## config.mk

```make
export PLATFORM = sky130hd
export DESIGN_NAME = sgtr_seq
export DESIGN_NICKNAME = d
export VERILOG_FILES = /design/src/sgtr_pkg.sv /design/src/sgtr_seq.sv
export VERILOG_INCLUDE_DIRS = /design/src /design/src/src
export SDC_FILE = /design/constraint.sdc
export NUM_CORES = 2
export LEC_CHECK = 0
export BUFFER_PORTS_ARGS = -buffer_cell sky130_fd_sc_hd__buf_2
export CORE_AREA = 5 5 255 257
export CTS_BUF_LIST = sky130_fd_sc_hd__clkbuf_8 sky130_fd_sc_hd__clkbuf_16
export CTS_CLUSTER_DIAMETER = 60
export CTS_CLUSTER_SIZE = 25
export DETAILED_ROUTE_END_ITERATION = 16
export DIE_AREA = 0 0 260 262
export GPL_ROUTABILITY_DRIVEN = 1
export HOLD_SLACK_MARGIN = 0.03
export PLACE_DENSITY = 0.88
export SYNTH_ARGS = -nofsm -noshare
export SYNTH_HDL_FRONTEND = slang
export SYNTH_SLANG_ARGS = --single-unit
```

## constraint.sdc

```tcl
create_clock -name i_clk -period 32.9 [get_ports i_clk]
set_input_delay 8.225 -clock i_clk [delete_from_list [all_inputs] [get_ports i_clk]]
set_output_delay 8.225 -clock i_clk [all_outputs]
set_load 0.02 [all_outputs]
```

## src/scaled_grid_thumbnail_rasterizer_unit_macros.svh

```systemverilog
// assertion macros used by the thumbnail rasterizer sequencer
`ifndef SCALED_GRID_THUMBNAIL_RASTERIZER_UNIT_MACROS_SVH
`define SCALED_GRID_THUMBNAIL_RASTERIZER_UNIT_MACROS_SVH

// same-cycle implication, disabled during reset
`define SGTR_ASSERT_NOW(lbl, clk, rst_n, ante, cons, msg) \
    lbl: assert property (@(posedge clk) disable iff (!rst_n) (ante) |-> (cons)) \
        else $error(msg);

// next-cycle implication, disabled during reset
`define SGTR_ASSERT_NEXT(lbl, clk, rst_n, ante, cons, msg) \
    lbl: assert property (@(posedge clk) disable iff (!rst_n) (ante) |=> (cons)) \
        else $error(msg);

`endif

```

## src/sgtr_pkg.sv

```systemverilog
// shared types, codes and constants of the thumbnail rasterizer
package sgtr_pkg;

    localparam int FRAME_WIDTH_DEF  = 256;
    localparam int FRAME_HEIGHT_DEF = 256;

    localparam logic [3:0] MAX_CELL_SIZE = 4'd8;
    localparam logic [3:0] MIN_ANT_SIZE  = 4'd3;

    localparam logic [1:0] ACT_CLEAR = 2'd0;
    localparam logic [1:0] ACT_CELL  = 2'd1;
    localparam logic [1:0] ACT_ANT   = 2'd2;
    localparam logic [1:0] ACT_READ  = 2'd3;

    localparam logic [2:0] CFG_GRID_W  = 3'd0;
    localparam logic [2:0] CFG_GRID_H  = 3'd1;
    localparam logic [2:0] CFG_MAX_W   = 3'd2;
    localparam logic [2:0] CFG_MAX_H   = 3'd3;
    localparam logic [2:0] CFG_DEAD    = 3'd4;
    localparam logic [2:0] CFG_ALIVE   = 3'd5;
    localparam logic [2:0] CFG_ANT     = 3'd6;

    localparam logic [15:0] RST_GRID_W = 16'd64;
    localparam logic [15:0] RST_GRID_H = 16'd64;
    localparam logic [8:0]  RST_MAX_W  = 9'd256;
    localparam logic [8:0]  RST_MAX_H  = 9'd256;
    localparam logic [23:0] RST_DEAD   = 24'h000000;
    localparam logic [23:0] RST_ALIVE  = 24'hFFFFFF;
    localparam logic [23:0] RST_ANT    = 24'hFF0000;

    localparam int DIV_STEPS = 25;
    localparam int DIV_CNT_W = 5;

    typedef struct packed {
        logic [15:0] grid_width;
        logic [15:0] grid_height;
        logic [8:0]  max_image_width;
        logic [8:0]  max_image_height;
        logic [23:0] dead_color;
        logic [23:0] alive_color;
        logic [23:0] ant_color;
    } t_cfg;

    typedef struct packed {
        logic        start;
        logic [24:0] dividend;
        logic [15:0] divisor;
    } t_div_req;

    typedef struct packed {
        logic        busy;
        logic        done;
        logic [24:0] quotient;
    } t_div_rsp;

    typedef struct packed {
        logic        we;
        logic        re;
        logic [8:0]  x;
        logic [8:0]  y;
        logic [23:0] wdata;
    } t_mem_req;

    typedef struct packed {
        logic [23:0] pixel_color;
        logic [8:0]  image_width;
        logic [8:0]  image_height;
        logic        in_range;
    } t_result;

endpackage

```

## src/sgtr_seq.sv

```systemverilog
// command sequencer: sizing, origins, clipping, pixel sweep and pixel read
`include "scaled_grid_thumbnail_rasterizer_unit_macros.svh"

module sgtr_seq #(
    parameter int FRAME_WIDTH  = sgtr_pkg::FRAME_WIDTH_DEF,
    parameter int FRAME_HEIGHT = sgtr_pkg::FRAME_HEIGHT_DEF
) (
    input  logic               i_clk,
    input  logic               i_rst_n,
    input  logic               i_in_valid,
    output logic               o_in_ready,
    input  logic [1:0]         i_action,
    input  logic [15:0]        i_col,
    input  logic [15:0]        i_row,
    input  sgtr_pkg::t_cfg     i_cfg,
    input  logic               i_out_free,
    output logic               o_res_valid,
    output sgtr_pkg::t_result  o_res,
    output sgtr_pkg::t_div_req o_div_req,
    input  sgtr_pkg::t_div_rsp i_div_rsp,
    output sgtr_pkg::t_mem_req o_mem_req,
    input  logic [23:0]        i_mem_rdata
);
    import sgtr_pkg::*;

    localparam logic [3:0] S_IDLE     = 4'd0;
    localparam logic [3:0] S_CLR      = 4'd1;
    localparam logic [3:0] S_CLR_CMP  = 4'd2;
    localparam logic [3:0] S_SHR_WAIT = 4'd3;
    localparam logic [3:0] S_FIT_D1   = 4'd4;
    localparam logic [3:0] S_FIT_D2   = 4'd5;
    localparam logic [3:0] S_FIT_MUL  = 4'd6;
    localparam logic [3:0] S_DRAW     = 4'd7;
    localparam logic [3:0] S_OX_WAIT  = 4'd8;
    localparam logic [3:0] S_OY_WAIT  = 4'd9;
    localparam logic [3:0] S_RECT     = 4'd10;
    localparam logic [3:0] S_SWEEP    = 4'd11;
    localparam logic [3:0] S_RD       = 4'd12;
    localparam logic [3:0] S_RD_DATA  = 4'd13;
    localparam logic [3:0] S_FIN      = 4'd14;

    logic [3:0]  r_state, n_state;
    logic [1:0]  r_act, n_act;
    logic [15:0] r_col, n_col;
    logic [15:0] r_row, n_row;
    logic [23:0] r_pix, n_pix;
    logic        r_inr, n_inr;
    logic [8:0]  r_cur_w, n_cur_w;
    logic [8:0]  r_cur_h, n_cur_h;
    logic [3:0]  r_scale, n_scale;
    logic        r_mode, n_mode;
    logic [24:0] r_pa, n_pa;
    logic [24:0] r_pb, n_pb;
    logic        r_wdec, n_wdec;
    logic [3:0]  r_s1, n_s1;
    logic [19:0] r_ox, n_ox;
    logic [19:0] r_oy, n_oy;
    logic [8:0]  r_x, n_x;
    logic [8:0]  r_y, n_y;
    logic [8:0]  r_l, n_l;
    logic [8:0]  r_r, n_r;
    logic [8:0]  r_b, n_b;
    logic [23:0] r_color, n_color;

    logic [8:0]         mw;
    logic [8:0]         mh;
    logic [3:0]         q_cap;
    logic [8:0]         q_min1;
    logic [3:0]         sq;
    logic signed [21:0] off;
    logic signed [21:0] x0, x1, y0, y1;
    logic signed [21:0] lx, rx, ty, by;
    logic signed [21:0] cur_x, cur_y;
    logic [8:0]         fill_w, fill_h;

    assign mw = ({4'd0, i_cfg.max_image_width} > 13'(FRAME_WIDTH)) ?
                9'(FRAME_WIDTH) : i_cfg.max_image_width;
    assign mh = ({4'd0, i_cfg.max_image_height} > 13'(FRAME_HEIGHT)) ?
                9'(FRAME_HEIGHT) : i_cfg.max_image_height;

    assign q_cap  = (i_div_rsp.quotient > 25'(MAX_CELL_SIZE)) ?
                    MAX_CELL_SIZE : i_div_rsp.quotient[3:0];
    assign q_min1 = (i_div_rsp.quotient == '0) ? 9'd1 : i_div_rsp.quotient[8:0];

    // square geometry, clipped to the image
    assign sq    = (r_act == ACT_CELL || r_scale > MIN_ANT_SIZE) ? r_scale : MIN_ANT_SIZE;
    assign off   = $signed(22'(r_scale >> 1)) - $signed(22'(sq >> 1));
    assign x0    = $signed({2'b00, r_ox}) + off;
    assign y0    = $signed({2'b00, r_oy}) + off;
    assign x1    = x0 + $signed(22'(sq));
    assign y1    = y0 + $signed(22'(sq));
    assign cur_x = $signed(22'(r_cur_w));
    assign cur_y = $signed(22'(r_cur_h));
    assign lx    = (x0 < 0) ? '0 : x0;
    assign ty    = (y0 < 0) ? '0 : y0;
    assign rx    = (x1 > cur_x) ? cur_x : x1;
    assign by    = (y1 > cur_y) ? cur_y : y1;

    assign fill_w = 9'(i_cfg.grid_width * 16'(r_scale));
    assign fill_h = 9'(i_cfg.grid_height * 16'(r_scale));

    assign o_in_ready = (r_state == S_IDLE);

    always_comb begin
        n_state = r_state;
        n_act   = r_act;
        n_col   = r_col;
        n_row   = r_row;
        n_pix   = r_pix;
        n_inr   = r_inr;
        n_cur_w = r_cur_w;
        n_cur_h = r_cur_h;
        n_scale = r_scale;
        n_mode  = r_mode;
        n_pa    = r_pa;
        n_pb    = r_pb;
        n_wdec  = r_wdec;
        n_s1    = r_s1;
        n_ox    = r_ox;
        n_oy    = r_oy;
        n_x     = r_x;
        n_y     = r_y;
        n_l     = r_l;
        n_r     = r_r;
        n_b     = r_b;
        n_color = r_color;

        o_div_req   = '{start: 1'b0, dividend: '0, divisor: '0};
        o_mem_req   = '{we: 1'b0, re: 1'b0, x: r_x, y: r_y, wdata: r_color};
        o_res_valid = 1'b0;

        unique case (r_state)
            S_IDLE: begin
                if (i_in_valid) begin
                    n_act = i_action;
                    n_col = i_col;
                    n_row = i_row;
                    n_pix = '0;
                    n_inr = 1'b0;
                    unique case (i_action) inside
                        ACT_CLEAR:         n_state = S_CLR;
                        ACT_CELL, ACT_ANT: n_state = S_DRAW;
                        ACT_READ:          n_state = S_RD;
                        default:           n_state = S_IDLE;
                    endcase
                end
            end
            S_CLR: begin
                n_scale = 4'd1;
                n_mode  = 1'b0;
                if (i_cfg.grid_width == '0 || i_cfg.grid_height == '0 ||
                    mw == '0 || mh == '0) begin
                    n_cur_w = '0;
                    n_cur_h = '0;
                    n_state = S_FIN;
                end else if (i_cfg.grid_width > 16'(mw) ||
                             i_cfg.grid_height > 16'(mh)) begin
                    n_mode  = 1'b1;
                    n_pa    = 25'(mw) * 25'(i_cfg.grid_height);
                    n_pb    = 25'(mh) * 25'(i_cfg.grid_width);
                    n_state = S_CLR_CMP;
                end else begin
                    o_div_req = '{start: 1'b1, dividend: 25'(mw),
                                  divisor: i_cfg.grid_width};
                    n_state   = S_FIT_D1;
                end
            end
            S_CLR_CMP: begin
                n_wdec = (r_pa <= r_pb);
                if (r_pa <= r_pb) begin
                    o_div_req = '{start: 1'b1, dividend: r_pa,
                                  divisor: i_cfg.grid_width};
                end else begin
                    o_div_req = '{start: 1'b1, dividend: r_pb,
                                  divisor: i_cfg.grid_height};
                end
                n_state = S_SHR_WAIT;
            end
            S_SHR_WAIT: begin
                if (i_div_rsp.done) begin
                    n_cur_w = r_wdec ? mw : q_min1;
                    n_cur_h = r_wdec ? q_min1 : mh;
                    n_x     = '0;
                    n_y     = '0;
                    n_l     = '0;
                    n_r     = r_wdec ? mw : q_min1;
                    n_b     = r_wdec ? q_min1 : mh;
                    n_color = i_cfg.dead_color;
                    n_state = S_SWEEP;
                end
            end
            S_FIT_D1: begin
                if (i_div_rsp.done) begin
                    n_s1      = q_cap;
                    o_div_req = '{start: 1'b1, dividend: 25'(mh),
                                  divisor: i_cfg.grid_height};
                    n_state   = S_FIT_D2;
                end
            end
            S_FIT_D2: begin
                if (i_div_rsp.done) begin
                    n_scale = (q_cap < r_s1) ? q_cap : r_s1;
                    n_state = S_FIT_MUL;
                end
            end
            S_FIT_MUL: begin
                n_cur_w = fill_w;
                n_cur_h = fill_h;
                n_x     = '0;
                n_y     = '0;
                n_l     = '0;
                n_r     = fill_w;
                n_b     = fill_h;
                n_color = i_cfg.dead_color;
                n_state = S_SWEEP;
            end
            S_DRAW: begin
                if (r_col < i_cfg.grid_width && r_row < i_cfg.grid_height) begin
                    n_inr = 1'b1;
                    if (r_mode) begin
                        o_div_req = '{start: 1'b1,
                                      dividend: 25'(r_col) * 25'(r_cur_w),
                                      divisor: i_cfg.grid_width};
                        n_state   = S_OX_WAIT;
                    end else begin
                        n_ox    = 20'(r_col) * 20'(r_scale);
                        n_oy    = 20'(r_row) * 20'(r_scale);
                        n_state = S_RECT;
                    end
                end else begin
                    n_state = S_FIN;
                end
            end
            S_OX_WAIT: begin
                if (i_div_rsp.done) begin
                    n_ox      = 20'(i_div_rsp.quotient);
                    o_div_req = '{start: 1'b1,
                                  dividend: 25'(r_row) * 25'(r_cur_h),
                                  divisor: i_cfg.grid_height};
                    n_state   = S_OY_WAIT;
                end
            end
            S_OY_WAIT: begin
                if (i_div_rsp.done) begin
                    n_oy    = 20'(i_div_rsp.quotient);
                    n_state = S_RECT;
                end
            end
            S_RECT: begin
                if (lx >= rx || ty >= by) begin
                    n_state = S_FIN;
                end else begin
                    n_x     = lx[8:0];
                    n_l     = lx[8:0];
                    n_r     = rx[8:0];
                    n_y     = ty[8:0];
                    n_b     = by[8:0];
                    n_color = (r_act == ACT_CELL) ? i_cfg.alive_color : i_cfg.ant_color;
                    n_state = S_SWEEP;
                end
            end
            S_SWEEP: begin
                o_mem_req.we = 1'b1;
                if (r_x + 9'd1 == r_r) begin
                    n_x = r_l;
                    if (r_y + 9'd1 == r_b) begin
                        n_state = S_FIN;
                    end else begin
                        n_y = r_y + 9'd1;
                    end
                end else begin
                    n_x = r_x + 9'd1;
                end
            end
            S_RD: begin
                if (r_col < 16'(r_cur_w) && r_row < 16'(r_cur_h)) begin
                    o_mem_req.re = 1'b1;
                    o_mem_req.x  = r_col[8:0];
                    o_mem_req.y  = r_row[8:0];
                    n_inr        = 1'b1;
                    n_state      = S_RD_DATA;
                end else begin
                    n_state = S_FIN;
                end
            end
            S_RD_DATA: begin
                n_pix   = i_mem_rdata;
                n_state = S_FIN;
            end
            S_FIN: begin
                if (i_out_free) begin
                    o_res_valid = 1'b1;
                    n_state     = S_IDLE;
                end
            end
            default: n_state = S_IDLE;
        endcase
    end

    assign o_res = '{pixel_color: r_pix, image_width: r_cur_w,
                     image_height: r_cur_h, in_range: r_inr};

    always_ff @(posedge i_clk) begin
        if (!i_rst_n) begin
            r_state <= S_IDLE;
            r_cur_w <= '0;
            r_cur_h <= '0;
            r_scale <= 4'd1;
            r_mode  <= 1'b0;
        end else begin
            r_state <= n_state;
            r_cur_w <= n_cur_w;
            r_cur_h <= n_cur_h;
            r_scale <= n_scale;
            r_mode  <= n_mode;
        end
    end

    always_ff @(posedge i_clk) begin
        r_act   <= n_act;
        r_col   <= n_col;
        r_row   <= n_row;
        r_pix   <= n_pix;
        r_inr   <= n_inr;
        r_pa    <= n_pa;
        r_pb    <= n_pb;
        r_wdec  <= n_wdec;
        r_s1    <= n_s1;
        r_ox    <= n_ox;
        r_oy    <= n_oy;
        r_x     <= n_x;
        r_y     <= n_y;
        r_l     <= n_l;
        r_r     <= n_r;
        r_b     <= n_b;
        r_color <= n_color;
    end

    `SGTR_ASSERT_NOW(a_div_start_idle, i_clk, i_rst_n, o_div_req.start, !i_div_rsp.busy, "divider started while busy")
    `SGTR_ASSERT_NEXT(a_div_start_busy, i_clk, i_rst_n, o_div_req.start, i_div_rsp.busy, "divider did not take start")
    `SGTR_ASSERT_NOW(a_write_in_image, i_clk, i_rst_n, o_mem_req.we, (o_mem_req.x < r_cur_w) && (o_mem_req.y < r_cur_h), "pixel write outside image")
    `SGTR_ASSERT_NOW(a_sweep_bounds, i_clk, i_rst_n, r_state == S_SWEEP, (r_x >= r_l) && (r_x < r_r) && (r_y < r_b), "sweep left its rectangle")

endmodule

```

### Word-level counts from Yosys, hierarchy flattened

Index checks and enable logic that the tools add are counted.

* multiply operators: 8
* bitwise operators: 1
* equality and inequality tests: 35
* magnitude comparators: 18
* add/sub/neg operators: 7
* reduce and logical (&&, ||, !) cells: 37
* muxes and demuxes: 81

Operators with widths (count)
* $mux 42: 6
* $pmux 42 s5: 1
* $mux 9: 16
* $pmux 9 s3: 5
* $mux 20: 5
* $mux 24: 4
* $mux 22: 4
* $pmux 20 s2: 2
* $pmux 24 s3: 1
* $pmux 9 s4: 2
* $mux 4: 15
* $pmux 4 s15: 1
* $mul 16x9->25: 2
* $mul 9x16->25: 2
* $pmux 24 s2: 1
* $add 21x4->22: 2
* $add 22x5->22: 2
* $ge 22x22->1: 2
* $gt 22x10->1: 2
* $lt 22x1->1 const B: 2
* $mux 41: 1
* $mul 16x4->20: 2
* $mux 19: 2
* $gt 16x9->1: 2
* other kinds (41): 103

* output and inout port bits: 131
* bits of input ports: 211
* register bits: 250

### Depth between registers and ports, before layout

* depth after elaboration: 12
* depth in mapped cells: 40
* gate-level depth less buffers: 38

### Worst setup path before layout

Ideal clock, no wire load.

* path type: input-to-output
* start point: input port i_cfg[80] (netlist name)
* end point: output port o_div_req[10] (netlist name)
* stages: 17
* data required time: 24675 ps
* buffers on the path: 4
* setup slack: 12997 ps
* arrival: 11678 ps
* cells stage by stage: clkbuf_1 nor2b_1 buf_1 clkinv_1 ha_1 o21a_1 o21a_1 o21a_1 o21a_1 o21ai_0 nand2b_1 a311oi_1 nand3_1 or3b_2 clkbuf_1 clkbuf_1 a22o_1

RTL lines
* from (decl): line sgtr_seq.sv:15 `input sgtr_pkg::t_cfg i_cfg,`
* to (decl): line sgtr_seq.sv:19 `output sgtr_pkg::t_div_req o_div_req,`

==> flow_summary.toml <==
[cts]
clkTransAtPathRegs_ps = 80
cts_root_buffer = "clkbuf_16"
post_cts_buffers = 0
post_cts_resized = 0
htree_levels = 2
cts_buffers = 34
cts_tree = "built"
clock_latency_ps = 580
cts.sink_count = 250
holdBufCountCts = 0
cts.path.max_buffers = 3

[floorplan]
die_h_um = 262
io_pins = 342
dieWidth_um = 260
start_util_pct = 67.1
core_area_mm2 = 0.0625
row_count = 92
die_area_mm2 = 0.0681

[route]
via_count = 37400
viasPerCell = 6.32
wl_um = 135000
drc_errors = 0
drt_iter0_markers = 3972
drt_pre_antenna_iters = 10
ant_nets = 0
wl_per_cell_um = 22.8

[placed_design]
placedCellCount = 5843
gp_congestion = 1.04
pre_cts_slack_ps = 11640
hpwl_um = 102000
numPortBuffers = 340

[grt]
grt.total_usage_pct = 38.9
grt_max_degree = 61
grt_overflow = 0
antenna_found_initial = 4
grt_pass1_wl_um = 206000
grt_pass1_vias = 37500

[sta]
setup_viol = 0
max_freq_mhz = 46.5
finalCritPeriodShare_pct = 65.4
slew_headroom_pct = 17.5
tns_ps = 0
rsz0062_at_grt = "no"
final_hold_viol_count = 0
setup_slack_ps = 11370
fin_crit_ps = 21530
tightestPinTransition_ps = 1230
slew_viol_final = 0
holdWs_ps = 579
fin_skew_ps = 32.1

[setup_path]
startpoint = "i_cfg[89]"
worstPathCellList = "buf_2 > inv_1 > nand2_1 > inv_1 > ha_1 > nor2b_1 > o21a_1 > o21a_1 > o21a_1 > o21a_1 > o21a_1 > o21ai_0 > a21oi_1 > a311oi_1 > nand3_1 > or3b_2 > a22o_1 > buf_2"
cp-start-kind = "input port"
cp_common_cell = "o21a_1"
worst_r2r_path_depth = 36
crit_end = "o_div_req[7]"
reg2reg_to = "r_color[21]"
end_kind = "primary output"
r2r_start = "r_act[0]"
worst-r2r-setup-slack_ps = 21180
critPathArrivalTime_ps = 13300
crit_required_ps = 24670
criticalPathCategory = "in2out"
worst-path-max-fanout = 24
slowest_stage = "a311oi_1"
slowest_delay_ps = 760

[finish]
stdcell_count = 5910
final_common_cell = "nand2_1"
layout-drive-gt1-share_pct = 11.0
layout.nets = 6193
final_cell_mix = "738 x nand2_1, 717 x inv_1, 478 x fa_1"
syn_to_final_growth_pct = 8.63

[worst_hold_path]
hold_class = "reg2reg"

[logic_synthesis]
ys_warn_count = 0
synth_area_mm2 = 0.0420
syn_nets = 5991
synth-async-reset-ratio_pct = 0
synth-edff-count = 223
ys_seq_area_share_pct = 17.2
syn_area_per_cell_um2 = 8.69
ys_types = 104
synth_top_flop_cell = "edfxtp_1"
synthCells = 4831
synth_seq_cells = 250

[power_and_ir_drop]
p_leak_uw = 0.0222
vdd_drop_max_mv = 0.0702
p_per_area_mw_per_mm2 = 73.6

[run]
drv_cap = 0

[run_status]
status = "complete, no violations"
[per-layer routing]
metal	vias to the layer above	wire length (um)	global-route usage [%]
li1	16400	-	-
met1	17900	47100	48.1
met2	2428	60100	61.5
met3	612	16500	9.69
met4	2	10900	24.8
met5	-	13	0
[where the power goes]
| group | switching (uW) | internal (uW) |
|---|---|---|
| Clock | 181 | 246 |
| Sequential | 152 | 474 |
| Combinational | 1450 | 853 |
| Total | 1780 | 1570 |
[synth_stat cells, types with 14 or more instances]
master,count,area share (%)
a211oi_1,26,0.47
a21o_1,100,1.8
a21oi_1,135,1.6
a221o_1,14,0.33
a22o_1,16,0.33
a31oi_1,23,0.34
and2_1,194,2.9
and3_1,20,0.30
buf_1,15,0.13
clkbuf_1,198,1.8
dfxtp_1,27,1.3
edfxtp_1,223,16
fa_1,478,23
ha_1,471,14
inv_1,719,6.4
mux2_2,33,0.89
mux2i_1,83,2.0
nand2_1,739,6.6
nand2b_1,53,0.79
nand3_1,67,0.80
nand4_1,41,0.61
nor2_1,262,2.3
nor2b_1,61,0.91
nor3_1,51,0.61
nor4_1,22,0.33
o211ai_1,34,0.61
o21a_1,36,0.64
o21ai_0,176,2.1
o21bai_1,20,0.36
o22ai_1,25,0.37
or2_2,16,0.24
or3_1,18,0.27
xnor2_1,127,2.7
xor2_1,86,1.8
[layout make-up]
| cell class | count | area, um2 |
|---|---|---|
| clock inverter | 24 | 348 |
| antenna | 6 | 15.0 |
| multi-input combinational | 3630 | 31200 |
| tap | 846 | 1060 |
| timing repair buffer | 391 | 2080 |
| sequential | 250 | 7240 |
| clock buffer | 37 | 926 |
| fill | 4584 | 16900 |
| inverter | 726 | 2730 |
[sequential cells by signal (all words and copies together) (netlist names), 4 cells and up]
name,count
r_y,9
r_pa,25
r_pix,24
r_scale,4
r_b,9
r_state,4
r_l,9
r_col,16
r_r,9
r_cur_h,9
r_s1,4
r_cur_w,9
r_row,16
r_ox,20
r_color,24
r_oy,20
r_pb,25
r_x,9
[kinds of logic (layout without fill, tap and decap cells)]
logic type | after synthesis | after routing | synth area share, %
AO/OA/AOI/OAI | 758 | 758 | 12.3
XOR/XNOR | 213 | 213 | 4.44
adder cells (fa/ha/maj) | 949 | 949 | 36.8
buffers and inverters | 951 | 1178 | 8.61
flip-flops | 250 | 250 | 17.2
multiplexers | 117 | 117 | 2.89
other | 1 | 7 | 0.00893
AND/OR/NAND/NOR | 1592 | 1592 | 17.7
[stage by stage]
step	power, uW	utilization [%]	cell area [um2]
after detailed placement	2830	70.9	44300
after floorplan	2130	-	42000
final	3350	72.9	45600
after global placement	2760	70.9	44300
after global routing	3580	72.9	45600
after CTS	3290	72.9	45600
[worst min-delay path by stage]
stage / cells past startpoint / from / to / slack [ps]
floorplan: 2 / r_mode / r_mode / 470
global placement: 2 / r_mode / r_mode / 540
detailed placement: 2 / r_mode / r_mode / 550
CTS: 2 / r_mode / r_mode / 570
global route: 2 / r_mode / r_mode / 600
finish: 2 / r_cur_w[0] / r_cur_w[0] / 580
[critical path: cells and delay by family]
family | cells | cell delay (ps)
AOI/OAI and AO/OA | 9 | 2070
adders and majority gates | 1 | 250
buffers and inverters | 4 | 1220
and+or+nand+nor | 4 | 1510
No activity file was read; power rests on OpenSTA's default activity.
