--- src/scaled_grid_thumbnail_rasterizer_unit_macros.svh ---
// assertion macros used by the thumbnail rasterizer sequencer
`ifndef SCALED_GRID_THUMBNAIL_RASTERIZER_UNIT_MACROS_SVH
`define SCALED_GRID_THUMBNAIL_RASTERIZER_UNIT_MACROS_SVH

// same-cycle implication, disabled during reset
`define SGTR_ASSERT_NOW(lbl, clk, rst_n, ante, cons, msg) \
    lbl: assert property (@(posedge clk) disable iff (!rst_n) (ante) |-> (cons)) \
        else $error(msg);

// next-cycle implication, disabled during reset
`define SGTR_ASSERT_NEXT(lbl, clk, rst_n, ante, cons, msg) \
    lbl: assert property (@(posedge clk) disable iff (!rst_n) (ante) |=> (cons)) \
        else $error(msg);

`endif

--- src/sgtr_pkg.sv ---
// shared types, codes and constants of the thumbnail rasterizer
package sgtr_pkg;

    localparam int FRAME_WIDTH_DEF  = 256;
    localparam int FRAME_HEIGHT_DEF = 256;

    localparam logic [3:0] MAX_CELL_SIZE = 4'd8;
    localparam logic [3:0] MIN_ANT_SIZE  = 4'd3;

    localparam logic [1:0] ACT_CLEAR = 2'd0;
    localparam logic [1:0] ACT_CELL  = 2'd1;
    localparam logic [1:0] ACT_ANT   = 2'd2;
    localparam logic [1:0] ACT_READ  = 2'd3;

    localparam logic [2:0] CFG_GRID_W  = 3'd0;
    localparam logic [2:0] CFG_GRID_H  = 3'd1;
    localparam logic [2:0] CFG_MAX_W   = 3'd2;
    localparam logic [2:0] CFG_MAX_H   = 3'd3;
    localparam logic [2:0] CFG_DEAD    = 3'd4;
    localparam logic [2:0] CFG_ALIVE   = 3'd5;
    localparam logic [2:0] CFG_ANT     = 3'd6;

    localparam logic [15:0] RST_GRID_W = 16'd64;
    localparam logic [15:0] RST_GRID_H = 16'd64;
    localparam logic [8:0]  RST_MAX_W  = 9'd256;
    localparam logic [8:0]  RST_MAX_H  = 9'd256;
    localparam logic [23:0] RST_DEAD   = 24'h000000;
    localparam logic [23:0] RST_ALIVE  = 24'hFFFFFF;
    localparam logic [23:0] RST_ANT    = 24'hFF0000;

    localparam int DIV_STEPS = 25;
    localparam int DIV_CNT_W = 5;

    typedef struct packed {
        logic [15:0] grid_width;
        logic [15:0] grid_height;
        logic [8:0]  max_image_width;
        logic [8:0]  max_image_height;
        logic [23:0] dead_color;
        logic [23:0] alive_color;
        logic [23:0] ant_color;
    } t_cfg;

    typedef struct packed {
        logic        start;
        logic [24:0] dividend;
        logic [15:0] divisor;
    } t_div_req;

    typedef struct packed {
        logic        busy;
        logic        done;
        logic [24:0] quotient;
    } t_div_rsp;

    typedef struct packed {
        logic        we;
        logic        re;
        logic [8:0]  x;
        logic [8:0]  y;
        logic [23:0] wdata;
    } t_mem_req;

    typedef struct packed {
        logic [23:0] pixel_color;
        logic [8:0]  image_width;
        logic [8:0]  image_height;
        logic        in_range;
    } t_result;

endpackage

--- src/sgtr_div.sv ---
// shared iterative restoring divider, one quotient bit per cycle
module sgtr_div (
    input  logic              i_clk,
    input  logic              i_rst_n,
    input  sgtr_pkg::t_div_req i_req,
    output sgtr_pkg::t_div_rsp o_rsp
);
    import sgtr_pkg::*;

    logic                 r_busy;
    logic                 r_done;
    logic [DIV_CNT_W-1:0] r_cnt;
    logic [15:0]          r_rem;
    logic [24:0]          r_quo;
    logic [15:0]          r_den;

    logic [16:0] shifted;
    logic [16:0] diff;
    logic        ge;

    assign shifted = {r_rem, r_quo[24]};
    assign ge      = shifted >= {1'b0, r_den};
    assign diff    = shifted - {1'b0, r_den};

    always_ff @(posedge i_clk) begin
        if (!i_rst_n) begin
            r_busy <= 1'b0;
            r_done <= 1'b0;
            r_cnt  <= '0;
        end else begin
            r_done <= 1'b0;
            if (r_busy) begin
                if (r_cnt == DIV_CNT_W'(DIV_STEPS - 1)) begin
                    r_busy <= 1'b0;
                    r_done <= 1'b1;
                end
                r_cnt <= r_cnt + 1'b1;
            end else if (i_req.start) begin
                r_busy <= 1'b1;
                r_cnt  <= '0;
            end
        end
    end

    always_ff @(posedge i_clk) begin
        if (r_busy) begin
            r_rem <= ge ? diff[15:0] : shifted[15:0];
            r_quo <= {r_quo[23:0], ge};
        end else if (i_req.start) begin
            r_rem <= '0;
            r_quo <= i_req.dividend;
            r_den <= i_req.divisor;
        end
    end

    assign o_rsp = '{busy: r_busy, done: r_done, quotient: r_quo};

endmodule

--- config.mk ---
export PLATFORM = sky130hd
export DESIGN_NAME = sgtr_div
export DESIGN_NICKNAME = d
export VERILOG_FILES = /design/src/scaled_grid_thumbnail_rasterizer_unit_macros.svh /design/src/sgtr_pkg.sv /design/src/sgtr_div.sv
export SDC_FILE = /design/constraint.sdc
export NUM_CORES = 1
export LEC_CHECK = 0
export ABC_AREA = 1
export CORE_ASPECT_RATIO = 1.5
export CORE_MARGIN = 4
export CORE_UTILIZATION = 55
export CTS_CLUSTER_DIAMETER = 80
export DETAILED_ROUTE_END_ITERATION = 10
export DONT_BUFFER_PORTS = 1
export PLACE_DENSITY = 0.7
export SYNTH_ARGS = -nofsm -noshare
export SYNTH_HDL_FRONTEND = slang
export SYNTH_SLANG_ARGS = --single-unit
--- constraint.sdc ---
create_clock -name i_clk -period 4.4 [get_ports i_clk]
set_input_delay 0.22 -clock i_clk [delete_from_list [all_inputs] [get_ports i_clk]]
set_output_delay 0.22 -clock i_clk [all_outputs]
set_load 0.03 [all_outputs]
# Word-level counts from Yosys, hierarchy flattened
# Index checks and enable logic that the tools add are counted.
# op_classes
n_mux,11
n_eq_ne,1
magnitude_cmp,1
bitwise,1
addsub,2
reduce_logical,3
# ops
operator,n
$mux W25,2
$mux W16,3
$ge A17 B16 Y1,1
$sub A16 B16 Y16,1
$mux W5,2
$add A5 B1 Y5 const B,1
$eq A5 B5 Y1 const B,1
$mux W1,4
$reduce_and A2 Y1,2
$reduce_bool A2 Y1,1
$not A1 Y1,1
# word_totals
output_inout_bits,27
wordCells,25
input_bits,44
ff_bits,64

# Longest topological paths before layout
# Gate-level depths: netlist (run 1).
# depth
depth_word,3
ltp_mapped,14

# Worst setup path after synthesis (run 1)
# No wires, ideal clock.
# synth_path
kind,register to register
start,register r_quo[24]
end,"register r_rem[8], data pin"
setup_ps,253
synth_period_minus_slack_ps,2081
setup_slack_ps,2319
path_stages_with_launch,14
arrival_time_ps,1829
required_ps,4147
n_path_buf,0
path_cell_list,edfxtp_1 -> inv_1 -> ha_1 -> fa_1 -> inv_1 -> nand3_1 -> nand3_1 -> nand2_1 -> nand3_1 -> nand2_1 -> nand2_1 -> nand2_1 -> nand2_1 -> nor2_1
# synth_via
elab_chain_len,3
word_cells_on_any_way,4
# synth_lines
element,line,source
start: declaration,sgtr_div.sv:14,logic [24:0] r_quo;
start signal: assignment,sgtr_div.sv:48,"r_quo <= {r_quo[23:0], ge};"
start signal: assignment,sgtr_div.sv:51,r_quo <= i_req.dividend;
$sub A16 B16 Y16 / $ge A17 B16 Y1 (equally long branches),"sgtr_div.sv:23, sgtr_div.sv:22",
$mux W16 (*),sgtr_div.sv:47,r_rem <= ge ? diff[15:0] : shifted[15:0];
$mux W16 (*),sgtr_div.sv:46,if (r_busy) begin
end signal: assignment,sgtr_div.sv:47,
end: declaration,sgtr_div.sv:13,logic [15:0] r_rem;
# Mark *: on every way between the ends. The rest lies on a longest branch, timed or not.
# A chain may end at the register's enable or synchronous reset.

# Worst setup path after layout (run 1)
# layout_path
start,register r_quo[24]
end,"register r_rem[0], data pin"
# The elaborated chain is that of the path after synthesis.

==> out/results.tsv, run 1 <==
stage	metric	value	unit
run_status	status	finished, final reports clean	
synthesis	synth_sequential_area_ratio	48.3	%
timing	setup_viol_count_final	0	
timing	rsz0062_at_grt	no	
clocking	tritoncts	built	
clocking	cts.sink_count	64	
synthesis	yosysUniqueCellTypes	32	
worst_hold_path	holdCritPathClass	input pin to flip-flop	
timing	slew-limit-headroom	48.6	%
worst_setup_path	data_arrival_time_of_the_worst_path	2430	ps
synthesis	postSynth.topFlopCell	sky130_fd_sc_hd__edfxtp_1	
synthesis	edff_count_synth	57	
synthesis	synth_area_per_cell	7.90	µm²
worst_setup_path	timing.setup.critical_path_class	flip-flop to flip-flop	
worst_setup_path	timing.critical_path.to_type	flip-flop	
drt	drt_drc_violations_left	0	
global_route	global_route_wire_length_before_repair	14300	µm
global_route	grt.met2_usage	36.8	%
pwr	leakage	2.11	nW
pwr	power_density	439	nW/µm²
timing	fin_ws	2060	ps
timing	totalNegativeSetupSlack	0	ps
drt	drt_pass1_iterations	4	
synthesis	netlist_instances	485	
final_layout	drive_gt1_share	7.30	%
worst_setup_path	worst_path_max_delay_cell	sky130_fd_sc_hd__edfxtp_1	
final_layout	nets	565	
worst_setup_path	critical_path_launch_point_type	flip-flop	
final_layout	layout-area-overhead-vs-synth	11.2	%
floorplan	height_of_the_die	110	µm
global_route	grt_pass1_vias	3220	
timing	period_share	53.2	%
floorplan	design.die.area	8400	µm²
place	placed_cells_incl_taps	553	
place	half_perimeter_wire_length_of_the_detailed_placement_result	6250	µm
clocking	ctsResizeCount	0	
clocking	max-clock-path-buffers	2	
worst_setup_path	crit_path_cell_trace	inv_1 > ha_1 > nand2_1 > nor2_2 > nand3_2 > nor2_4 > nor2_4 > nand2_4 > inv_2 > nor2_1 > nor2_1	
timing	max_slew_violation_count	0	
drt	drt_wl_total	8320	µm
drt	dr_total_vias	3047	
final_layout	layout_commonest_cell	sky130_fd_sc_hd__nand2_1	
floorplan	initial_core_util	56.3	%
global_route	antenna_found_initial	0	
global_route	globalRoute.busiestLayer	met2	
worst_setup_path	critical_path.max_fanout	16	
clocking	cts_buffers	9	
timing	report.final.hold_viol_count	0	
floorplan	dieWidth	76.2	µm
floorplan	placementRows	37	
place	portBuffers	0	
place	placement.setup.worst_slack	2110	ps
timing	peak_clock_frequency_supported_by_timing	0.427	GHz
place	place_congestion	0.972	
run	maxcap_viol_count	0	
drt	routedWlPerCell	14.2	µm
timing	tightestPinTransition	770	ps
global_route	grt.total_usage	21.4	%
drt	drtAntennaViolNets	0	
synthesis	synth_nets	548	
synthesis	yosys_warnings	0	
global_route	grt_max_degree	29	
final_layout	final_cell_mix	194 x sky130_fd_sc_hd__nand2_1, 70 x sky130_fd_sc_hd__inv_1, 57 x sky130_fd_sc_hd__edfxtp_1	
floorplan	fp.coreArea	6810	µm²
pwr	maximum_vdd_drop	0.358	mV
clocking	cts_max_level	3	
global_route	grt.met1_usage	23.5	%
synthesis	yosys_register_bits	64	
synthesis	netlist_area	3830	µm²
final_layout	post_route_insts_no_fill	585	
drt	drt_first_iter_violations	222	
worst_setup_path	crit_required	4490	ps
drt	viasPerCell	5.21	
worst_setup_path	timing.critical_path.slowest_cell_delay	530	ps
final_layout	antennaDiodeCount	0	
clocking	clkSlewWorstSetupHoldPaths	70	ps
floorplan	ios	71	
clocking	cts.root.buffer_cell	sky130_fd_sc_hd__clkbuf_8	
global_route	use_met3	4.55	%
global_route	gr_overflow_total	0	
synthesis	postSynth.asyncResetShare	0	%
clocking	clkLatencyLatePin	330	ps
timing	final_period_minus_worst_setup_slack	2340	ps
timing	finalClockSkew	5.74	ps
==> worst max-delay path, delay by kind of cell, from the launching register on <==
| kind | cells | cell delay, ps |
|---|---|---|
| and+or+nand+nor | 8 | 1000 |
| DFF | 1 | 530 |
| adders and majority gates | 1 | 340 |
| buffers and inverters | 2 | 220 |
==> metrics by stage <==
stage / hold WS (ps) / instance area, µm² / util (%) / total power, mW
3_3_place_gp: 319 / 3870 / 56.9 / 1.28
2_1_floorplan: 319 / 3830 / - / 1.20
5_1_grt: 31.6 / 4260 / 62.7 / 2.00
3_5_place_dp: 319 / 3870 / 56.9 / 1.29
6_report: 47.4 / 4260 / 62.7 / 1.87
4_1_cts: 24.0 / 4260 / 62.7 / 1.88
==> state kept, by name (all words and copies together), names as in the netlist <==
register and count:
r_quo 25, r_den 16, r_rem 16, r_cnt 5
r_busy 1, r_done 1
==> kinds of logic after synthesis <==
family | Yosys count | share of synthesized area [%]
fa+ha+maj | 19 | 6.40
buf+inv | 90 | 9.63
compound gates | 15 | 2.09
flops | 64 | 48.3
xor+xnor | 6 | 1.37
simple gates | 291 | 32.2
==> cells in the mapped netlist, types with 3 or more instances <==
cell type | number | area, µm²
sky130_fd_sc_hd__inv_2 | 7 | 26.3
sky130_fd_sc_hd__nand3_1 | 17 | 85.1
sky130_fd_sc_hd__nand2_2 | 5 | 31.3
sky130_fd_sc_hd__inv_1 | 70 | 263
sky130_fd_sc_hd__ha_1 | 18 | 225
sky130_fd_sc_hd__nor3_1 | 3 | 15.0
sky130_fd_sc_hd__nand2_1 | 194 | 728
sky130_fd_sc_hd__a21oi_1 | 12 | 60.1
sky130_fd_sc_hd__xor2_1 | 6 | 52.6
sky130_fd_sc_hd__dfxtp_1 | 7 | 140
sky130_fd_sc_hd__edfxtp_1 | 57 | 1710
sky130_fd_sc_hd__buf_1 | 4 | 15.0
sky130_fd_sc_hd__nand3b_1 | 8 | 60.1
sky130_fd_sc_hd__nand3_2 | 3 | 30.0
sky130_fd_sc_hd__nand4_1 | 6 | 37.5
sky130_fd_sc_hd__nor2_1 | 45 | 169
sky130_fd_sc_hd__buf_6 | 3 | 33.8
==> area by class of cell <==
type                            count  area [µm²]
Clock buffer                       13         169
Clock inverter                      3        63.8
Fill cell                         563        2540
Inverter                           78         293
Multi-Input combinational cell    331        1610
Sequential cell                    64        1850
Tap cell                           78        97.6
Timing Repair Buffer               18         175
==> power by group <==
| group | switching, mW | internal (mW) |
|---|---|---|
| sequential | 0.0955 | 0.744 |
| clock | 0.210 | 0.364 |
| combinational | 0.303 | 0.157 |
==> worst paths after layout <==
path | from | cells past startpoint | slack (ps) | endpoint
max | r_quo[24] | 11 | 2060 | r_rem[0]
min | i_rst_n | 2 | 50 | r_cnt[3]
max reg2reg | r_quo[24] | 11 | 2060 | r_rem[0]
min reg2reg | r_cnt[1] | 2 | 500 | r_cnt[1]
==> layer usage <==
layer | routed length [µm] | vias to the layer above
met5 | 0 | -
met2 | 4310 | 90
met1 | 3260 | 1383
met3 | 354 | 29
met4 | 394 | 0
li1 | - | 1545
==> timing repair <==
item / CTS / global route
hold endpoints to repair: 16 / 0
buffers inserted: 0 / 0
hold buffers: 16 / 0
Note: power is estimated with default switching activity, not from simulation.
==> inputs of run 2 (changes only) <==
--- a/config.mk
+++ b/config.mk
@@ -5,14 +5,14 @@
 export SDC_FILE = /design/constraint.sdc
 export NUM_CORES = 1
 export LEC_CHECK = 0
-export ABC_AREA = 1
+export ABC_AREA = 0
 export CORE_ASPECT_RATIO = 1.5
 export CORE_MARGIN = 4
 export CORE_UTILIZATION = 55
 export CTS_CLUSTER_DIAMETER = 80
 export DETAILED_ROUTE_END_ITERATION = 10
 export DONT_BUFFER_PORTS = 1
-export PLACE_DENSITY = 0.7
+export PLACE_DENSITY = 0.73
 export SYNTH_ARGS = -nofsm -noshare
 export SYNTH_HDL_FRONTEND = slang
 export SYNTH_SLANG_ARGS = --single-unit
==> constraint.sdc (replaced) <==
create_clock -name i_clk -period 1.9 [get_ports i_clk]
set_input_delay 0.095 -clock i_clk [delete_from_list [all_inputs] [get_ports i_clk]]
set_output_delay 0.095 -clock i_clk [all_outputs]
set_load 0.03 [all_outputs]
==> run 2 against run 1 <==
Net effect: the run now ends with negative setup slack left; combinational power increased to 4.3 times the previous value; count of clock-buffer cells in the layout is 4 lower; setup slack got worse by 2700 ps; clock power rose by 120%; sequential share of layout area shrank 7.6 points; synthesized area decreased by 8.5%; global-route usage rose by 6.2 points; sequential power up 130%; critical path type unchanged; highest routed layer unchanged.
==> out/results.tsv, run 2 <==
stage	metric	value	unit
run_status	status	finished with violations	
run_status	violations	negative setup slack	
floorplan	fp.coreArea	6170	µm²
floorplan	height_of_the_die	106	µm
worst_setup_path	r2r_start	r_rem[14]	
worst_setup_path	timing.critical_path.slowest_cell_delay	430	ps
worst_setup_path	timing.setup.critical_path_class	flip-flop to flip-flop	
drt	routedWlPerCell	24.1	µm
drt	drt_pass1_iterations	5	
clocking	tritoncts	built	
pwr	leakage	2.06	nW
worst_setup_path	data_arrival_time_of_the_worst_path	2650	ps
worst_hold_path	holdCritPathClass	input pin to flip-flop	
floorplan	ios	71	
final_layout	registers.top_by_ff_count	r_quo	
final_layout	num-fill-cells	269	
timing	finalClockSkew	12.9	ps
synthesis	yosys.cell_count.top_type	sky130_fd_sc_hd__edfxtp_1	
drt	drt_drc_violations_left	0	
worst_hold_path	worst_min_delay_path_startpoint	i_req[41]	
worst_hold_path	hold_path_end	r_den[8]	
timing	fin_ws	-656	ps
timing	report.final.hold_viol_count	0	
place	portBuffers	0	
synthesis	synth_area_per_cell	11.8	µm²
place	postPlaceCellArea	4040	µm²
worst_setup_path	timing.critical_path.to_type	flip-flop	
final_layout	reg.largest.list	r_quo (25), r_den (16), r_rem (16)	
synthesis	yosysUniqueCellTypes	56	
clocking	cts.root.buffer_cell	sky130_fd_sc_hd__clkbuf_8	
synthesis	netlist_area	3510	µm²
clocking	clkLatencyLatePin	360	ps
synthesis	synthDominantAreaCellType	sky130_fd_sc_hd__edfxtp_1	
timing	hold_slack	243	ps
final_layout	drive_gt1_share	40.8	%
synthesis	edff_count_synth	57	
clocking	cts_max_level	3	
synthesis	synthDominantCellAreaShare	48.8	%
floorplan	design.die.area	7750	µm²
final_layout	post_route_insts_no_fill	488	
final_layout	layout_commonest_cell	sky130_fd_sc_hd__buf_4	
clocking	max-clock-path-buffers	2	
synthesis	postSynth.asyncResetShare	0	%
final_layout	antennaDiodeCount	0	
clocking	clkSlewWorstSetupHoldPaths	90	ps
timing	slew-limit-headroom	56.9	%
worst_hold_path	min_path_cells	2	
global_route	grt_pass1_vias	3186	
worst_setup_path	crit_required	2000	ps
synthesis	yosys_warnings	0	
timing	final_period_minus_worst_setup_slack	2560	ps
global_route	gr_overflow_total	0	
final_layout	final_cell_mix	66 x sky130_fd_sc_hd__buf_4, 57 x sky130_fd_sc_hd__edfxtp_1, 43 x sky130_fd_sc_hd__dlygate4sd3_1	
pwr	power_density	1010	nW/µm²
synthesis	synth_sequential_area_ratio	52.8	%
clocking	cts_buffers	9	
worst_setup_path	crit_family	simple AND/OR/NAND/NOR gates	
pwr	maximum_vdd_drop	0.701	mV
worst_setup_path	crit_path_cell_trace	ha_1 > and3_4 > o2111ai_1 > a2111oi_4 > or2b_4 > buf_12 > mux2i_1 > nor2_1	
final_layout	final_design_area_no_fill	5160	µm²
timing	period_share	135	%
timing	max_slew_violation_count	0	
synthesis	netlist_instances	297	
final_layout	seq_area	1850	µm²
place	place_congestion	0.866	
worst_setup_path	reg2reg_to	r_rem[3]	
timing	setup_viol_count_final	17	
drt	drtAntennaViolNets	0	
final_layout	largest_reg_flops	25	
worst_setup_path	crit_buf_inv	1	
synthesis	synth_nets	360	
global_route	grt_max_degree	30	
synthesis	synth.cells.most_frequent	57 x sky130_fd_sc_hd__edfxtp_1, 25 x sky130_fd_sc_hd__nor2_1, 24 x sky130_fd_sc_hd__inv_1, 24 x sky130_fd_sc_hd__mux2_2, 18 x sky130_fd_sc_hd__ha_1	
final_layout	nets	472	
timing	peak_clock_frequency_supported_by_timing	0.391	GHz
drt	viasPerCell	6.28	
worst_setup_path	critical_path.max_fanout	7	
global_route	antenna_found_initial	0	
worst_setup_path	worst_path_max_delay_cell	sky130_fd_sc_hd__edfxtp_1	
drt	drt_wl_total	11800	µm
timing	rsz0062_at_grt	yes	
timing	tightestPinTransition	646	ps
drt	dr_total_vias	3065	
final_layout	layout-area-overhead-vs-synth	47.1	%
timing	totalNegativeSetupSlack	-9670	ps
floorplan	initial_core_util	56.8	%
global_route	grt.total_usage	27.6	%
synthesis	netlist_top_cells_area	sky130_fd_sc_hd__edfxtp_1 49%, sky130_fd_sc_hd__mux2_2 7.7%, sky130_fd_sc_hd__ha_1 6.4%, sky130_fd_sc_hd__dfxtp_1 4.0%, sky130_fd_sc_hd__nor2_1 2.7%	
worst_setup_path	critical_path_launch_point_type	flip-flop	
drt	drt_first_iter_violations	262	
place	half_perimeter_wire_length_of_the_detailed_placement_result	5650	µm
place	placed_cells_incl_taps	418	
worst_setup_path	ff2ff_path_depth	8	
floorplan	dieWidth	73.2	µm
worst_setup_path	r2r_slack	-660	ps
run	maxcap_viol_count	0	
floorplan	placementRows	35	
global_route	global_route_wire_length_before_repair	16200	µm
clocking	cts.sink_count	64	
synthesis	yosys_register_bits	64	
synthesis	postSynth.topFlopCell	sky130_fd_sc_hd__edfxtp_1	
final_layout	multi_input_comb_area	1870	µm²
[run 2: area by class of cell]
class | count | area share, %
Clock buffer | 9 | 2.40
Timing Repair Buffer | 116 | 20.2
Multi-Input combinational cell | 193 | 36.3
Clock inverter | 7 | 1.53
Sequential cell | 64 | 35.9
Tap cell | 74 | 1.79
Inverter | 25 | 1.89
[run 2: worst max path at each step]
stage                          from         to  cells after the start
after floorplan           r_quo[24]  r_rem[12]                     10
after global placement     r_rem[6]  r_rem[14]                      8
after detailed placement   r_rem[6]  r_rem[14]                      8
after CTS                  r_rem[0]  r_rem[14]                     10
after global routing      r_rem[14]   r_rem[2]                      8
final                     r_rem[14]   r_rem[3]                      8
[run 2: worst reg2reg max path: cells and delay by family (launching register included)]
kind,cells,cell delay (ps)
buf+inv,1,140
fa+ha+maj,1,370
compound gates,2,570
mux,1,210
flops,1,430
simple gates,3,580
[run 2: repair_timing]
| item | CTS | global route |
|---|---|---|
| setup buffers | 4 | 6 |
| gates cloned | 1 | 0 |
| endpoints found under the setup margin | 17 | 18 |
| resized for setup | 34 | 35 |
| pin swaps | 14 | 9 |
| hold endpoints to repair | 48 | 0 |
| hold buffers | 43 | 0 |
[run 2: cell families (layout without fill, tap and decap cells)]
logic type | Yosys count | in the layout | share of synthesized area [%]
xor+xnor | 12 | 12 | 3.00
flops | 64 | 64 | 52.8
mux | 33 | 33 | 10.3
compound gates | 59 | 59 | 12.1
fa+ha+maj | 19 | 19 | 6.99
buf+inv | 40 | 157 | 5.24
simple gates | 70 | 70 | 9.67
[run 2: per-stage QoR]
stage | util (%) | total power [mW] | setup slack, ps
after floorplan | - | 2.78 | -494
after global placement | 65.5 | 3.26 | -717
after detailed placement | 65.5 | 3.30 | -706
after CTS | 79.4 | 4.79 | -521
after global routing | 83.6 | 5.36 | -710
final | 83.6 | 5.20 | -656
[run 2: where the power goes]
| part | internal (mW) | total [mW] | switching (mW) |
|---|---|---|---|
| sequential | 1.72 | 1.96 | 0.237 |
| clock | 0.617 | 1.25 | 0.637 |
| combinational | 1.03 | 1.99 | 0.956 |
[run 2: per-layer routing]
| layer | track usage [%] | wire, µm | up-vias | part of all wire [%] |
|---|---|---|---|---|
| met5 | 0 | 0 | - | 0 |
| met4 | 10.0 | 371 | 0 | 3.2 |
| met3 | 8.21 | 1000 | 40 | 8.5 |
| met2 | 47.6 | 6040 | 197 | 51 |
| met1 | 31.3 | 4350 | 1498 | 37 |
| li1 | - | - | 1330 | - |
==> inputs of run 3 (changes only) <==
--- a/config.mk
+++ b/config.mk
@@ -6,7 +6,8 @@
 export NUM_CORES = 1
 export LEC_CHECK = 0
 export ABC_AREA = 0
-export CORE_ASPECT_RATIO = 1.5
+export CAP_MARGIN = 10
+export CORE_ASPECT_RATIO = 0.7
 export CORE_MARGIN = 4
 export CORE_UTILIZATION = 55
 export CTS_CLUSTER_DIAMETER = 80
==> run 3 against run 2 <==
Net effect: the flow still finishes with violations (negative setup slack); count of clock-buffer cells in the layout is 1 higher; clock power up 22%; fmax shrank 6.0%; combinational power about the same; power grew 5.2%; sequential share of layout area shrank 0.12 points; critical endpoint is now r_rem[1]; largest cell class is now registers; largest power group unchanged.
==> out/results.tsv, run 3 (synthesis results as in run 2) <==
stage	metric	value	unit
drt	drt_first_iter_violations	227	
clocking	cts_buffers	9	
final_layout	postLayoutCoreUtil	83.3	%
clocking	cts.root.buffer_cell	sky130_fd_sc_hd__clkbuf_8	
worst_setup_path	timing.critical_path.to_type	flip-flop	
worst_hold_path	min_path_cells	2	
global_route	antenna_found_initial	0	
place	placed_cells_incl_taps	415	
place	half_perimeter_wire_length_of_the_detailed_placement_result	5290	µm
clocking	max-clock-path-buffers	2	
timing	rsz0062_at_grt	yes	
floorplan	dieWidth	103	µm
final_layout	final_cell_mix	74 x sky130_fd_sc_hd__buf_4, 57 x sky130_fd_sc_hd__edfxtp_1, 43 x sky130_fd_sc_hd__dlygate4sd3_1	
global_route	grt_pass1_vias	3167	
floorplan	ios	71	
timing	tightestPinTransition	636	ps
timing	fin_ws	-819	ps
place	portBuffers	0	
timing	totalNegativeSetupSlack	-11730	ps
drt	drt_drc_violations_left	0	
final_layout	layout_commonest_cell	sky130_fd_sc_hd__buf_4	
pwr	maximum_vdd_drop	0.733	mV
clocking	clkLatencyLatePin	360	ps
final_layout	num-fill-cells	306	
clocking	cts.sink_count	64	
global_route	gr_overflow_total	0	
floorplan	height_of_the_die	74.8	µm
global_route	global_route_wire_length_before_repair	15300	µm
timing	max_slew_violation_count	0	
drt	highest-signal-layer	met4	
drt	drt_pass1_iterations	5	
pwr	totalPowerFinal	5.47	mW
timing	slew-limit-headroom	57.4	%
worst_setup_path	critical_path.max_fanout	4	
run	maxcap_viol_count	0	
final_layout	post_route_insts_no_fill	502	
global_route	grt_max_degree	35	
final_layout	nets	482	
timing	setup_viol_count_final	17	
drt	dr_total_vias	3144	
final_layout	largest_reg_flops	25	
worst_setup_path	critical_path_launch_point_type	flip-flop	
drt	drtAntennaViolNets	0	
drt	wl_met2	5790	µm
clocking	clkSlewWorstSetupHoldPaths	80	ps
timing	finalClockSkew	11.7	ps
drt	drt_wl_total	11700	µm
worst_setup_path	timing.setup.critical_path_class	flip-flop to flip-flop	
drt	viasPerCell	6.26	
worst_hold_path	holdCritPathClass	input pin to flip-flop	
place	place_congestion	0.883	
clocking	cts_max_level	3	
timing	peak_clock_frequency_supported_by_timing	0.368	GHz
drt	routedWlPerCell	23.3	µm
final_layout	drive_gt1_share	40.6	%
run_status	violations	negative setup slack	
worst_setup_path	ff2ff_path_depth	10	
worst_setup_path	data_arrival_time_of_the_worst_path	2870	ps
pwr	leakage	2.10	nW
floorplan	placementRows	24	
drt	drt-met1-wl	4370	µm
clocking	tritoncts	built	
final_layout	layout-area-overhead-vs-synth	47.6	%
final_layout	reg.largest.list	r_quo (25), r_den (16), r_rem (16)	
floorplan	fp.coreArea	6220	µm²
floorplan	design.die.area	7740	µm²
run_status	status	finished with violations	
global_route	grt.total_usage	26.4	%
timing	report.final.hold_viol_count	0	
timing	final_period_minus_worst_setup_slack	2720	ps
worst_setup_path	crit_required	2050	ps
pwr	power_density	1060	nW/µm²
final_layout	registers.top_by_ff_count	r_quo	
drt	met3_wirelength	867	µm
final_layout	antennaDiodeCount	0	
timing	period_share	143	%
floorplan	initial_core_util	56.4	%
==> run 3: cell count changes in the layout (fill, tap and decap cells not counted), sizes merged <==
| cell | delta |
|---|---|
| buf | +10 |
| bufinv | +2 |
| clkbuf | +1 |
| clkinv | +1 |
| clkinvlp | -3 |
| inv | -1 |
==> run 3: cell type report <==
class                           count  area, µm²  area share (%)
Multi-Input combinational cell    193       1780            34.3
Clock buffer                       10        138            2.66
Clock inverter                      6        115            2.22
Tap cell                           78       97.6            1.88
Sequential cell                    64       1850            35.8
Inverter                           25       93.8            1.81
Timing Repair Buffer              126       1100            21.3
==> run 3: stage by stage <==
step                      setup WS [ps]  area (µm²)  hold slack [ps]
final                              -819        5180              218
after global routing               -868        5180              225
after CTS                          -508        4990              192
after detailed placement           -583        3990              194
after global placement             -649        3990              194
after floorplan                    -494        3550              194
==> run 3: worst paths after layout <==
path | from | endpoint | slack (ps)
setup / recovery | r_rem[4] | r_rem[1] | -820
hold / removal | i_req[41] | r_den[15] | 220
setup reg to reg | r_rem[4] | r_rem[1] | -820
hold reg to reg | r_cnt[3] | r_cnt[3] | 570
==> run 3: repair_timing <==
action,in CTS,in global routing
hold buffers,43,0
endpoints found under the hold margin,48,0
pin swaps,14,12
buffers inserted,15,14
setup endpoints to repair,17,17
resized for setup,35,20
==> run 3: metal layers <==
| metal | vias up | global-route usage (%) |
|---|---|---|
| met5 | - | 0 |
| met4 | 0 | 13.2 |
| met3 | 64 | 7.59 |
| met2 | 192 | 43.9 |
| met1 | 1549 | 31.7 |
| li1 | 1339 | - |
==> run 3: worst max-delay path: stages, from the launching register on <==
cell and delay, ps:
sky130_fd_sc_hd__edfxtp_1 450, sky130_fd_sc_hd__ha_4 320, sky130_fd_sc_hd__nand2_1 120, sky130_fd_sc_hd__nor3_2 230
sky130_fd_sc_hd__nor3_1 140, sky130_fd_sc_hd__a2111oi_4 440, sky130_fd_sc_hd__or2b_4 240, sky130_fd_sc_hd__buf_6 130
sky130_fd_sc_hd__buf_6 120, sky130_fd_sc_hd__nor2_2 60, sky130_fd_sc_hd__a211oi_2 260
==> run 3: report_power, final <==
group	switching [mW]	total, mW	internal (mW)	leakage (nW)
combinational	0.959	1.99	1.03	1.34
sequential	0.231	1.95	1.72	0.632
clock	0.610	1.52	0.915	0.123
